==> config.mk <==
export PLATFORM = sky130hd
export DESIGN_NAME = h264_nal_rtp_packetizer
export DESIGN_NICKNAME = d
export VERILOG_FILES = /design/src/sv/h264rtp_pkg.sv /design/src/sv/h264rtp_frag.sv /design/src/sv/h264_nal_rtp_packetizer.sv
export SDC_FILE = /design/constraint.sdc
export NUM_CORES = 1
export LEC_CHECK = 0
export BUFFER_PORTS_ARGS = -buffer_cell sky130_fd_sc_hd__buf_2
export CORE_ASPECT_RATIO = 0.6
export CORE_MARGIN = 2
export CORE_UTILIZATION = 47
export DETAILED_ROUTE_END_ITERATION = 8
export PLACE_DENSITY_LB_ADDON = 0.05
export SETUP_SLACK_MARGIN = 0.5
export SLEW_MARGIN = 15
export SYNTH_ARGS = -nofsm -noshare
export SYNTH_HDL_FRONTEND = slang
export SYNTH_SLANG_ARGS = --single-unit
export TNS_END_PERCENT = 5
==> constraint.sdc <==
create_clock -name i_clk -period 7.8 [get_ports i_clk]
set_input_delay 1.56 -clock i_clk [delete_from_list [all_inputs] [get_ports i_clk]]
set_output_delay 1.56 -clock i_clk [all_outputs]
set_load 0.05 [all_outputs]
==> src/sv/h264rtp_pkg.sv <==
`default_nettype none
package h264rtp_pkg;

    // NAL length field width
    localparam int unsigned LENGTH_BITS = 16;

    // configuration register indexes
    localparam logic CFG_MAX_PAYLOAD = 1'b0;
    localparam logic CFG_TS_STEP     = 1'b1;
    localparam int unsigned CFG_DATA_W = 17;

    // register reset values and payload limit clamp
    localparam logic [12:0] MAX_PAYLOAD_RST = 13'd1400;
    localparam logic [16:0] TS_STEP_RST     = 17'd3600;
    localparam logic [12:0] PAYLOAD_MIN     = 13'd16;
    localparam logic [12:0] PAYLOAD_MAX     = 13'd4096;

    // NAL / FU-A codes
    localparam logic [7:0] NAL_TYPE_MASK = 8'h1F;
    localparam logic [7:0] NAL_NRI_MASK  = 8'h60;
    localparam logic [7:0] FU_A_TYPE     = 8'd28;
    localparam logic [7:0] FU_S_BIT      = 8'h80;
    localparam logic [7:0] FU_E_BIT      = 8'h40;
    localparam logic [4:0] NAL_SPS       = 5'd7;
    localparam logic [4:0] NAL_PPS       = 5'd8;

    // maximum results per request
    localparam int unsigned MAX_RES = 3;

    typedef struct packed {
        logic [7:0]             data_byte;
        logic [LENGTH_BITS-1:0] nal_length;
    } t_in;

    typedef struct packed {
        logic [7:0]  out_byte;
        logic        packet_start;
        logic        packet_end;
        logic [15:0] seq_number;
        logic [31:0] time_stamp;
        logic        last_of_item;
    } t_out;

    typedef struct packed {
        logic [LENGTH_BITS-1:0] byte_count;
        logic [12:0]            fragment_fill;
        logic [7:0]             unit_header;
        logic                   fragmenting;
        logic [15:0]            seq_counter;
        logic [31:0]            ts_counter;
    } t_state;

endpackage
`default_nettype wire

==> src/sv/h264rtp_frag.sv <==
`default_nettype none
// Per-byte packetiser decision: results for one NAL byte and the next state.
module h264rtp_frag (
    input  wire h264rtp_pkg::t_state              i_state,
    input  wire h264rtp_pkg::t_in                 i_in,
    input  wire [12:0]                            i_max_payload,
    input  wire [16:0]                            i_ts_step,
    output h264rtp_pkg::t_out [h264rtp_pkg::MAX_RES-1:0] o_res,
    output logic [1:0]                            o_n,
    output h264rtp_pkg::t_state                   o_state
);
    localparam int unsigned LB = h264rtp_pkg::LENGTH_BITS;

    logic [12:0]   mp;
    logic [LB-1:0] len;
    logic [LB-1:0] cnt;
    logic          first;
    logic          last;
    logic [7:0]    hdr;
    logic          frag;
    logic [12:0]   fill;
    logic [12:0]   fill_inc;
    logic          pend;
    logic          tail_fits;
    logic [7:0]    fu_hdr;
    logic [4:0]    ntype;
    logic [LB-1:0] remain;

    always_comb begin
        // clamp payload limit
        mp = i_max_payload;
        if (mp < h264rtp_pkg::PAYLOAD_MIN) mp = h264rtp_pkg::PAYLOAD_MIN;
        if (mp > h264rtp_pkg::PAYLOAD_MAX) mp = h264rtp_pkg::PAYLOAD_MAX;

        len   = (i_in.nal_length == '0) ? LB'(1) : i_in.nal_length;
        cnt   = i_state.byte_count;
        first = (cnt == '0);
        last  = ({1'b0, cnt} + (LB+1)'(1)) >= {1'b0, len};

        // unit header byte latches mode
        hdr  = first ? i_in.data_byte : i_state.unit_header;
        frag = first ? ({1'b0, len} > (LB+1)'(mp)) : i_state.fragmenting;
        fill = first ? '0 : i_state.fragment_fill;

        fill_inc  = fill + 13'd1;
        pend      = last || (fill_inc >= mp);
        remain    = len - cnt;
        tail_fits = (len > cnt) && ({1'b0, remain} <= (LB+1)'(mp));
        ntype     = hdr[4:0];

        fu_hdr = hdr & h264rtp_pkg::NAL_TYPE_MASK;
        if (cnt == LB'(1)) fu_hdr = fu_hdr | h264rtp_pkg::FU_S_BIT;
        if (last || tail_fits) fu_hdr = fu_hdr | h264rtp_pkg::FU_E_BIT;

        // defaults: results carry current seq/ts
        for (int k = 0; k < int'(h264rtp_pkg::MAX_RES); k++) begin
            o_res[k].out_byte     = i_in.data_byte;
            o_res[k].packet_start = 1'b0;
            o_res[k].packet_end   = 1'b0;
            o_res[k].seq_number   = i_state.seq_counter;
            o_res[k].time_stamp   = i_state.ts_counter;
            o_res[k].last_of_item = 1'b0;
        end
        o_n     = 2'd0;
        o_state = i_state;
        o_state.unit_header   = hdr;
        o_state.fragmenting   = frag;
        o_state.fragment_fill = fill;

        if (!frag) begin
            // single NAL unit packet
            o_res[0].packet_start = first;
            o_res[0].packet_end   = last;
            o_res[0].last_of_item = 1'b1;
            o_n = 2'd1;
            if (last) begin
                o_state.seq_counter = i_state.seq_counter + 16'd1;
                if (ntype != h264rtp_pkg::NAL_SPS && ntype != h264rtp_pkg::NAL_PPS)
                    o_state.ts_counter = i_state.ts_counter + 32'(i_ts_step);
            end
        end else if (!first) begin
            if (fill == '0) begin
                // open a fragment: indicator and FU header ahead of the data byte
                o_res[0].out_byte     = (hdr & h264rtp_pkg::NAL_NRI_MASK)
                                        | h264rtp_pkg::FU_A_TYPE;
                o_res[0].packet_start = 1'b1;
                o_res[1].out_byte     = fu_hdr;
                o_res[2].packet_end   = pend;
                o_res[2].last_of_item = 1'b1;
                o_n = 2'd3;
            end else begin
                o_res[0].packet_end   = pend;
                o_res[0].last_of_item = 1'b1;
                o_n = 2'd1;
            end
            o_state.fragment_fill = pend ? 13'd0 : fill_inc;
            if (pend) o_state.seq_counter = i_state.seq_counter + 16'd1;
            if (last) o_state.ts_counter = i_state.ts_counter + 32'(i_ts_step);
        end

        // byte counter and end of unit
        if (last) begin
            o_state.byte_count    = '0;
            o_state.fragment_fill = '0;
            o_state.fragmenting   = 1'b0;
        end else begin
            o_state.byte_count = cnt + LB'(1);
        end
    end

endmodule
`default_nettype wire

==> src/sv/h264_nal_rtp_packetizer.sv <==
`default_nettype none
// H.264 NAL to RTP payload packetiser with FU-A fragmentation.
// Input channel (i_valid/o_ready, i_in): one NAL byte per request, header
// byte first, each tagged with the unit's total length.
// Output channel (o_valid/i_ready, o_out): RTP payload bytes with packet
// start/end marks, sequence number and timestamp of their packet.
// Config: i_cfg_we writes i_cfg_data to register i_cfg_idx (0 max_payload,
// 1 timestamp_step) with no wait; write only while idle.
// Latency: the first result of a request is offered the cycle after it is
// accepted. Throughput: one byte per cycle while the receiver takes results;
// the byte that opens a FU-A fragment yields three results and holds the input
// until the three-entry result queue, draining one entry per cycle, holds one.
// The header byte of a fragmented unit yields no result.
// A new request is taken while the last queued result is being taken.
// Receiver stall: the queue holds and o_ready drops until it is drained.
// Reset: counters, sequence and timestamp clear to zero, max_payload 1400,
// timestamp_step 3600, queue empty.
module h264_nal_rtp_packetizer (
    input  wire                                   i_clk,
    input  wire                                   i_rst_n,
    input  wire                                   i_valid,
    output logic                                  o_ready,
    input  wire h264rtp_pkg::t_in                 i_in,
    output logic                                  o_valid,
    input  wire                                   i_ready,
    output h264rtp_pkg::t_out                     o_out,
    input  wire                                   i_cfg_we,
    input  wire                                   i_cfg_idx,
    input  wire [h264rtp_pkg::CFG_DATA_W-1:0]     i_cfg_data
);
    h264rtp_pkg::t_state                          r_state;
    h264rtp_pkg::t_state                          n_state;
    h264rtp_pkg::t_out [h264rtp_pkg::MAX_RES-1:0] r_slot;
    h264rtp_pkg::t_out [h264rtp_pkg::MAX_RES-1:0] n_res;
    logic [1:0]                                   r_cnt;
    logic [1:0]                                   n_cnt;
    logic [12:0]                                  r_max_payload;
    logic [16:0]                                  r_ts_step;
    logic                                         take;
    logic                                         accept;

    h264rtp_frag u_frag (
        .i_state       (r_state),
        .i_in          (i_in),
        .i_max_payload (r_max_payload),
        .i_ts_step     (r_ts_step),
        .o_res         (n_res),
        .o_n           (n_cnt),
        .o_state       (n_state)
    );

    // handshakes
    assign o_valid = (r_cnt != 2'd0);
    assign o_out   = r_slot[0];
    assign take    = o_valid && i_ready;
    assign o_ready = (r_cnt == 2'd0) || ((r_cnt == 2'd1) && i_ready);
    assign accept  = i_valid && o_ready;

    // config registers
    always_ff @(posedge i_clk) begin
        if (!i_rst_n) begin
            r_max_payload <= h264rtp_pkg::MAX_PAYLOAD_RST;
            r_ts_step     <= h264rtp_pkg::TS_STEP_RST;
        end else if (i_cfg_we) begin
            case (i_cfg_idx)
                h264rtp_pkg::CFG_MAX_PAYLOAD: r_max_payload <= i_cfg_data[12:0];
                h264rtp_pkg::CFG_TS_STEP:     r_ts_step     <= i_cfg_data;
                default:                      r_ts_step     <= r_ts_step;
            endcase
        end
    end

    // packetiser state and result queue count
    always_ff @(posedge i_clk) begin
        if (!i_rst_n) begin
            r_state <= '0;
            r_cnt   <= 2'd0;
        end else if (accept) begin
            r_state <= n_state;
            r_cnt   <= n_cnt;
        end else if (take) begin
            r_cnt   <= r_cnt - 2'd1;
        end
    end

    // result queue payload: load on accept, shift on take
    always_ff @(posedge i_clk) begin
        if (accept) begin
            r_slot <= n_res;
        end else if (take) begin
            for (int k = 0; k < int'(h264rtp_pkg::MAX_RES) - 1; k++) begin
                r_slot[k] <= r_slot[k+1];
            end
        end
    end

endmodule
`default_nettype wire
==> Word-level counts from Yosys, hierarchy flattened <==
Index checks and enable logic that the tools add are counted.
{ "classes": {"add_sub_neg": 7, "n_lt_le_gt_ge": 7, "eq_ne": 6, "muxes": 38, "n_bitwise": 3, "n_reduce_logical": 23} }
{ "op_table": {"columns": ["op", "count"], "rows": [
  ["$mux W118", 2],
  ["$mux W48", 3],
  ["$mux W13", 7],
  ["$mux W32", 2],
  ["$mux W16", 3],
  ["$add A16 B1 Y16 const B", 2],
  ["$add A32 B17 Y32", 1],
  ["$logic_not A16 Y1", 2],
  ["$mux W8", 4],
  ["$mux W9", 2],
  ["$add A16 B1 Y17 const B", 1],
  ["$ge A17 B16 Y1", 1],
  ["$eq A16 B1 Y1 const B", 1],
  ["$gt A16 B13 Y1", 1],
  ["$gt A16 B16 Y1", 1],
  ["$le A16 B13 Y1", 1],
  ["$sub A16 B16 Y16", 1],
  ["$mux W7", 2],
  ["$add A13 B1 Y13 const B", 1],
  ["$ge A13 B13 Y1", 1],
  ["$gt A13 B13 Y1 const B", 1],
  ["$logic_not A13 Y1", 1],
  ["$lt A13 B5 Y1 const B", 1],
  ["$mux W2", 6],
  ["other kinds (17)", 36]
]} }
{ "word_totals": {"regBits": 292, "input_bits": 47, "out_inout_bits": 61, "elab_cells": 109} }

==> Depth between registers and ports, before layout <==
{ "depth": {"word_depth": 12, "depth_mapped": 21, "mapped_depth_nobuf": 20} }

==> By module <==
A second synthesis with hierarchy kept.
{ "unflattened": {"cells_unflattened": 1818, "hier_area_um2": 17907.2} }
{ "modules_own_cells": {"columns": ["module", "n_inst", "cells_per_inst", "area_per_inst_um2", "seq_area_each_um2"], "rows": [
  ["h264_nal_rtp_packetizer", 1, 910, 11617.4, 7677.4],
  ["h264rtp_frag", 1, 908, 6289.8, 0.0]
]} }

==> Least setup slack after synthesis <==
No wires, ideal clock.
{ "synth_path": {"path_type": "input -> register", "startpoint": "input port i_ready", "endpoint": "register r_slot (netlist bit o_out[0]), enable pin", "setup_ps": 1035, "arrival_time_ps": 4410, "required_ps": 6765, "slack_ps": 2355, "cell_stages": 5, "path_cell_list": "nand2_1 -> nand2_1 -> nand2_1 -> clkbuf_1 -> nand2_1"} }
{ "synth_via": {"elab_chain_len": 4, "elab_cells_between_ends": 5, "cone_classes": "5 x reduce/logical"} }
{ "synth_rtl": {"columns": ["item", "line", "source"], "rows": [
  ["start: declaration", "h264_nal_rtp_packetizer.sv:25", "input wire i_ready,"],
  ["$logic_and A1 B1 Y1", "h264_nal_rtp_packetizer.sv:56", "assign o_ready = (r_cnt == 2'd0) || ((r_cnt == 2'd1) && i_ready);"],
  ["$logic_or A1 B1 Y1", "h264_nal_rtp_packetizer.sv:56", null],
  ["net o_ready", "h264_nal_rtp_packetizer.sv:22", "output logic o_ready,"],
  ["$logic_and A1 B1 Y1", "h264_nal_rtp_packetizer.sv:57", "assign accept = i_valid && o_ready;"],
  ["$reduce_bool A2 Y1 (no line)", null, null],
  ["end signal: assignment", "h264_nal_rtp_packetizer.sv:89", "r_slot <= n_res;"],
  ["end signal: indexed assignment", "h264_nal_rtp_packetizer.sv:92", "r_slot[k] <= r_slot[k+1];"],
  ["end: declaration", "h264_nal_rtp_packetizer.sv:33", "h264rtp_pkg::t_out [h264rtp_pkg::MAX_RES-1:0] r_slot;"]
]} }
The timed path passes the listed nets, and every way through them passes these cells.
A chain may end at the register's enable or synchronous reset.

==> Worst setup path after layout <==
{ "layout_path": {"startpoint": "register r_state[71] (netlist name)", "endpoint": "register r_state[47] (netlist name)"} }
{ "layout_via": {"elab_chain_len": 7, "elab_cells_between_ends": 13, "cone_classes": "2 x add/sub; 2 x order compare; 2 x eq/ne; 3 x mux; 4 x reduce/logical"} }
{ "layout_rtl": {"columns": ["item", "line", "source"], "rows": [
  ["start: declaration", "h264_nal_rtp_packetizer.sv:31", "h264rtp_pkg::t_state r_state;"],
  ["start signal: assignment", "h264_nal_rtp_packetizer.sv:79", "r_state <= n_state;"],
  ["$logic_not A16 Y1", "h264rtp_frag.sv:37", "first = (cnt == '0);"],
  ["$mux W13", "h264rtp_frag.sv:43", "fill = first ? '0 : i_state.fragment_fill;"],
  ["$add A13 B1 Y13", "h264rtp_frag.sv:45", "fill_inc = fill + 13'd1;"],
  ["$ge A13 B13 Y1", "h264rtp_frag.sv:46", "pend = last || (fill_inc >= mp);"],
  ["$logic_or A1 B1 Y1", "h264rtp_frag.sv:46", null],
  ["$ne A2 B2 Y1 (no line)", null, null],
  ["$reduce_and A4 Y1 (no line)", null, null]
]} }
Parallel ways exist; a longest one is shown, timed or not.

==> impl_results.md <==
* Critical path peak fanout at 12
* R2R Setup Slk at 2.35 ns
* Leakage at 6.626 nW
* Commonest non-fill, non-tap cells in the layout: nand2_1, edfxtp_1, dfxtp_1
* Worst hold path type: reg2reg
* Final HPWL from detailed placement at 26.12 mm
* CTS buffer count at 28
* Placed cell count at 1,925
* Via Count at 11.09k
* CP Launch Point: r_state[71]
* Fillcell total at 2,854
* Worst EP arrival at 5.94 ns
* RePlAce Congestion at 0.9036
* Slowest CP cell: or4_1
* Vias in the first global route at 10.04k
* Main synth FF type: edfxtp_1
* Die Height at 143.8 µm
* DRC Markers at 0
* Leading cell type in the layout, fill and taps excluded: nand2_1
* Ys async rst share at 0%
* Max clock buf depth at 3
* Yosys Warn Count at 0
* Worst Setup End Kind: flip-flop
* R2r startpoint: r_state[71]
* Cell area after layout at 0.01679 mm²
* Area Growth Syn to Fin at 9.730%
* Initial drt markers at 837
* # IOs at 108
* Worst endpoint required time at 8.30 ns
* Post-DP Area at 0.01573 mm²
* Initial antenna violation count at 0
* Clk Latency, worst-skew pair at 0.59 ns
* Initial Util at 47.49%
* Max H-tree Level at 1
* Post-synth EDFFs at 173
* Clk pin slew, worst setup/hold paths at 0.07 ns
* TritonRoute pass-1 iters at 5
* R2R Path End: r_state[47]
* CP peak stage delay at 0.54 ns
* Row Count at 51
* Multi-input logic area at 0.006790 mm²
* Max-slew violations at 0
* Finish-stage setup viols at 0
* Final net count at 1,676
* Power Density at 257.1 mW/mm²
* Overflow after GRT at 0
* Worst-case vdd ir drop at 0.1910 mV
* Min Tclk post-route at 5.446 ns
* Routed wire length at 37.54 mm
* First-pass GRT wire length at 59.20 mm
* F_max at 183.6 MHz
* Post-Synthesis Cell Area at 0.01530 mm²
* Clock Tree Root: clkbuf_16
* Share of cells above drive strength 1 at 12.17%
* Pin count of the biggest net entering global routing at 91
* Finished Layout Cells at 1,977
* Slew HR at 28.93%
* Final Hold Slack at 0.4593 ns
* DR WL/cell at 18.99 µm
* Syn Area/Cell at 10.07 µm²
* Final clock skew at 0.03192 ns
* Total Die Area at 0.03406 mm²
* Sequence of cells on the critical path: inv_1 -> ha_1 -> nand2_1 -> nand2_1 -> inv_1 -> ha_1 -> and2_1 -> nand2_1 -> or2_2 -> a21oi_1 -> ha_1 -> and4_1 -> and2_1 -> a221oi_1 -> a21oi_1 -> o21ai_0 -> a21oi_4 -> o2111ai_4 -> or4_1 -> a21oi_1
* Detail Route Antenna Nets at 0
* Setup TNS at 0 ns
* Setup crit end: r_state[47]
* Tot GR Track Use at 22.06%
* Max_cap viols at 0
* Die Span X at 236.9 µm
* # diodes at 0
* Setup bufs post-CTS at 0
* R2r worst-path depth at 20
* Cts repair resizes at 0
* TritonCTS clock tree: done
* Vias per cell at 5.611
* Net Count, Synth at 1,665
* Tcrit/Tclk final at 69.82%
* IO buf count at 107
* Synthesized netlist cell count at 1,520
* # hold bufs at CTS at 0
* Post-synth cell types at 74
* Crit Path Class: reg2reg
* Startpoint Class: flip-flop
* Seq cells post-synth at 292
* Worst Tran Pin Value at 1.066 ns
* Status: completed
* RSZ-0062 raised after global routing: no
* Sequential element share of the synthesized area at 49.52%
* CTS Sinks at 292
* Core area at 0.03222 mm²
* Final hold vios at 0
* Sequential cell area at 0.007577 mm²
[cells in the mapped netlist, types with 9 or more instances]
library cell,instances,area (µm²)
nor2b_1,18,112.6
mux2i_1,10,100.1
and3_1,10,62.56
nand2_1,183,686.9
and2_1,18,112.6
edfxtp_1,173,5195
nor3_1,22,110.1
xnor2_1,35,306.5
nor2_1,112,420.4
a21o_1,15,112.6
buf_4,59,442.9
xor2_1,29,254.0
a211oi_1,13,97.59
nand4_1,18,112.6
o21ai_1,13,65.06
a21oi_1,107,535.5
nor4_1,16,100.1
clkbuf_1,63,236.5
nand3_1,66,330.3
nand2b_1,10,62.56
inv_1,58,217.7
ha_1,96,1201
a22o_1,92,805.8
a22oi_1,15,112.6
o21ai_0,39,195.2
dfxtp_1,119,2382
a31oi_1,9,56.30
[report_power, final]
group / switching [W] / internal, W
clock: 0.000617 / 0.000916
combinational: 0.000650 / 0.000185
sequential: 0.0000671 / 0.00188
total: 0.00133 / 0.00298
[kinds of logic after synthesis]
family,count (synthesis),synth area share [%]
AND/OR/NAND/NOR,504,15.61
AO/OA/AOI/OAI,355,16.06
flip-flops,292,49.52
buffers and inverters,196,6.312
adder cells (fa/ha/maj),98,8.111
XOR/XNOR,64,3.663
multiplexers,11,0.7277
[per-layer routing]
metal	vias up	GRT usage [%]	wire, µm
li1	5494	-	-
met2	288	28.45	13830
met5	-	0	0
met3	37	4.245	2353
met4	0	3.531	451
met1	5274	37.03	20900
[per-stage QoR]
step / worst slack, ns / power (W) / util, %
after floorplan: 2.355 / 0.002684 / -
after global placement: 2.270 / 0.002820 / 48.82
after detailed placement: 2.184 / 0.002820 / 48.82
after CTS: 2.354 / 0.004365 / 52.08
after global routing: 1.896 / 0.004511 / 52.11
final: 2.354 / 0.004318 / 52.11
[worst min path at each step]
stage | startpoint | to | slack, ns | cells after the start
detailed placement | r_slot[108] | r_slot[108] | 0.45 | 2
CTS | r_state[54] | r_state[54] | 0.46 | 2
finish | r_state[54] | r_state[54] | 0.46 | 2
global route | r_state[55] | r_state[55] | 0.48 | 2
global placement | r_state[55] | r_state[55] | 0.45 | 2
floorplan | r_slot[108] | r_slot[108] | 0.44 | 2
[critical path: cells and delay by family, from the launching register on]
kind	cells	cell delay [ns]
simple gates	8	1.98
compound gates	7	1.76
fa+ha+maj	3	0.73
flops	1	0.53
buf+inv	2	0.33
[sequential cells by signal (all words and copies together), names as in the netlist]
name and flops:
r_ts_step 17, o_out 59, r_max_payload 13, r_slot 116, r_state 85, r_cnt 2
[area by class of cell]
cell class / count / area share [%]
repair buffers: 117 / 3.636
well taps: 424 / 3.159
inverters: 60 / 1.379
multi-input cells: 1032 / 40.44
clock inverters: 18 / 1.595
clock buffers: 34 / 4.665
flip-flops and latches: 292 / 45.13
Power figures use the tool's default switching activity.
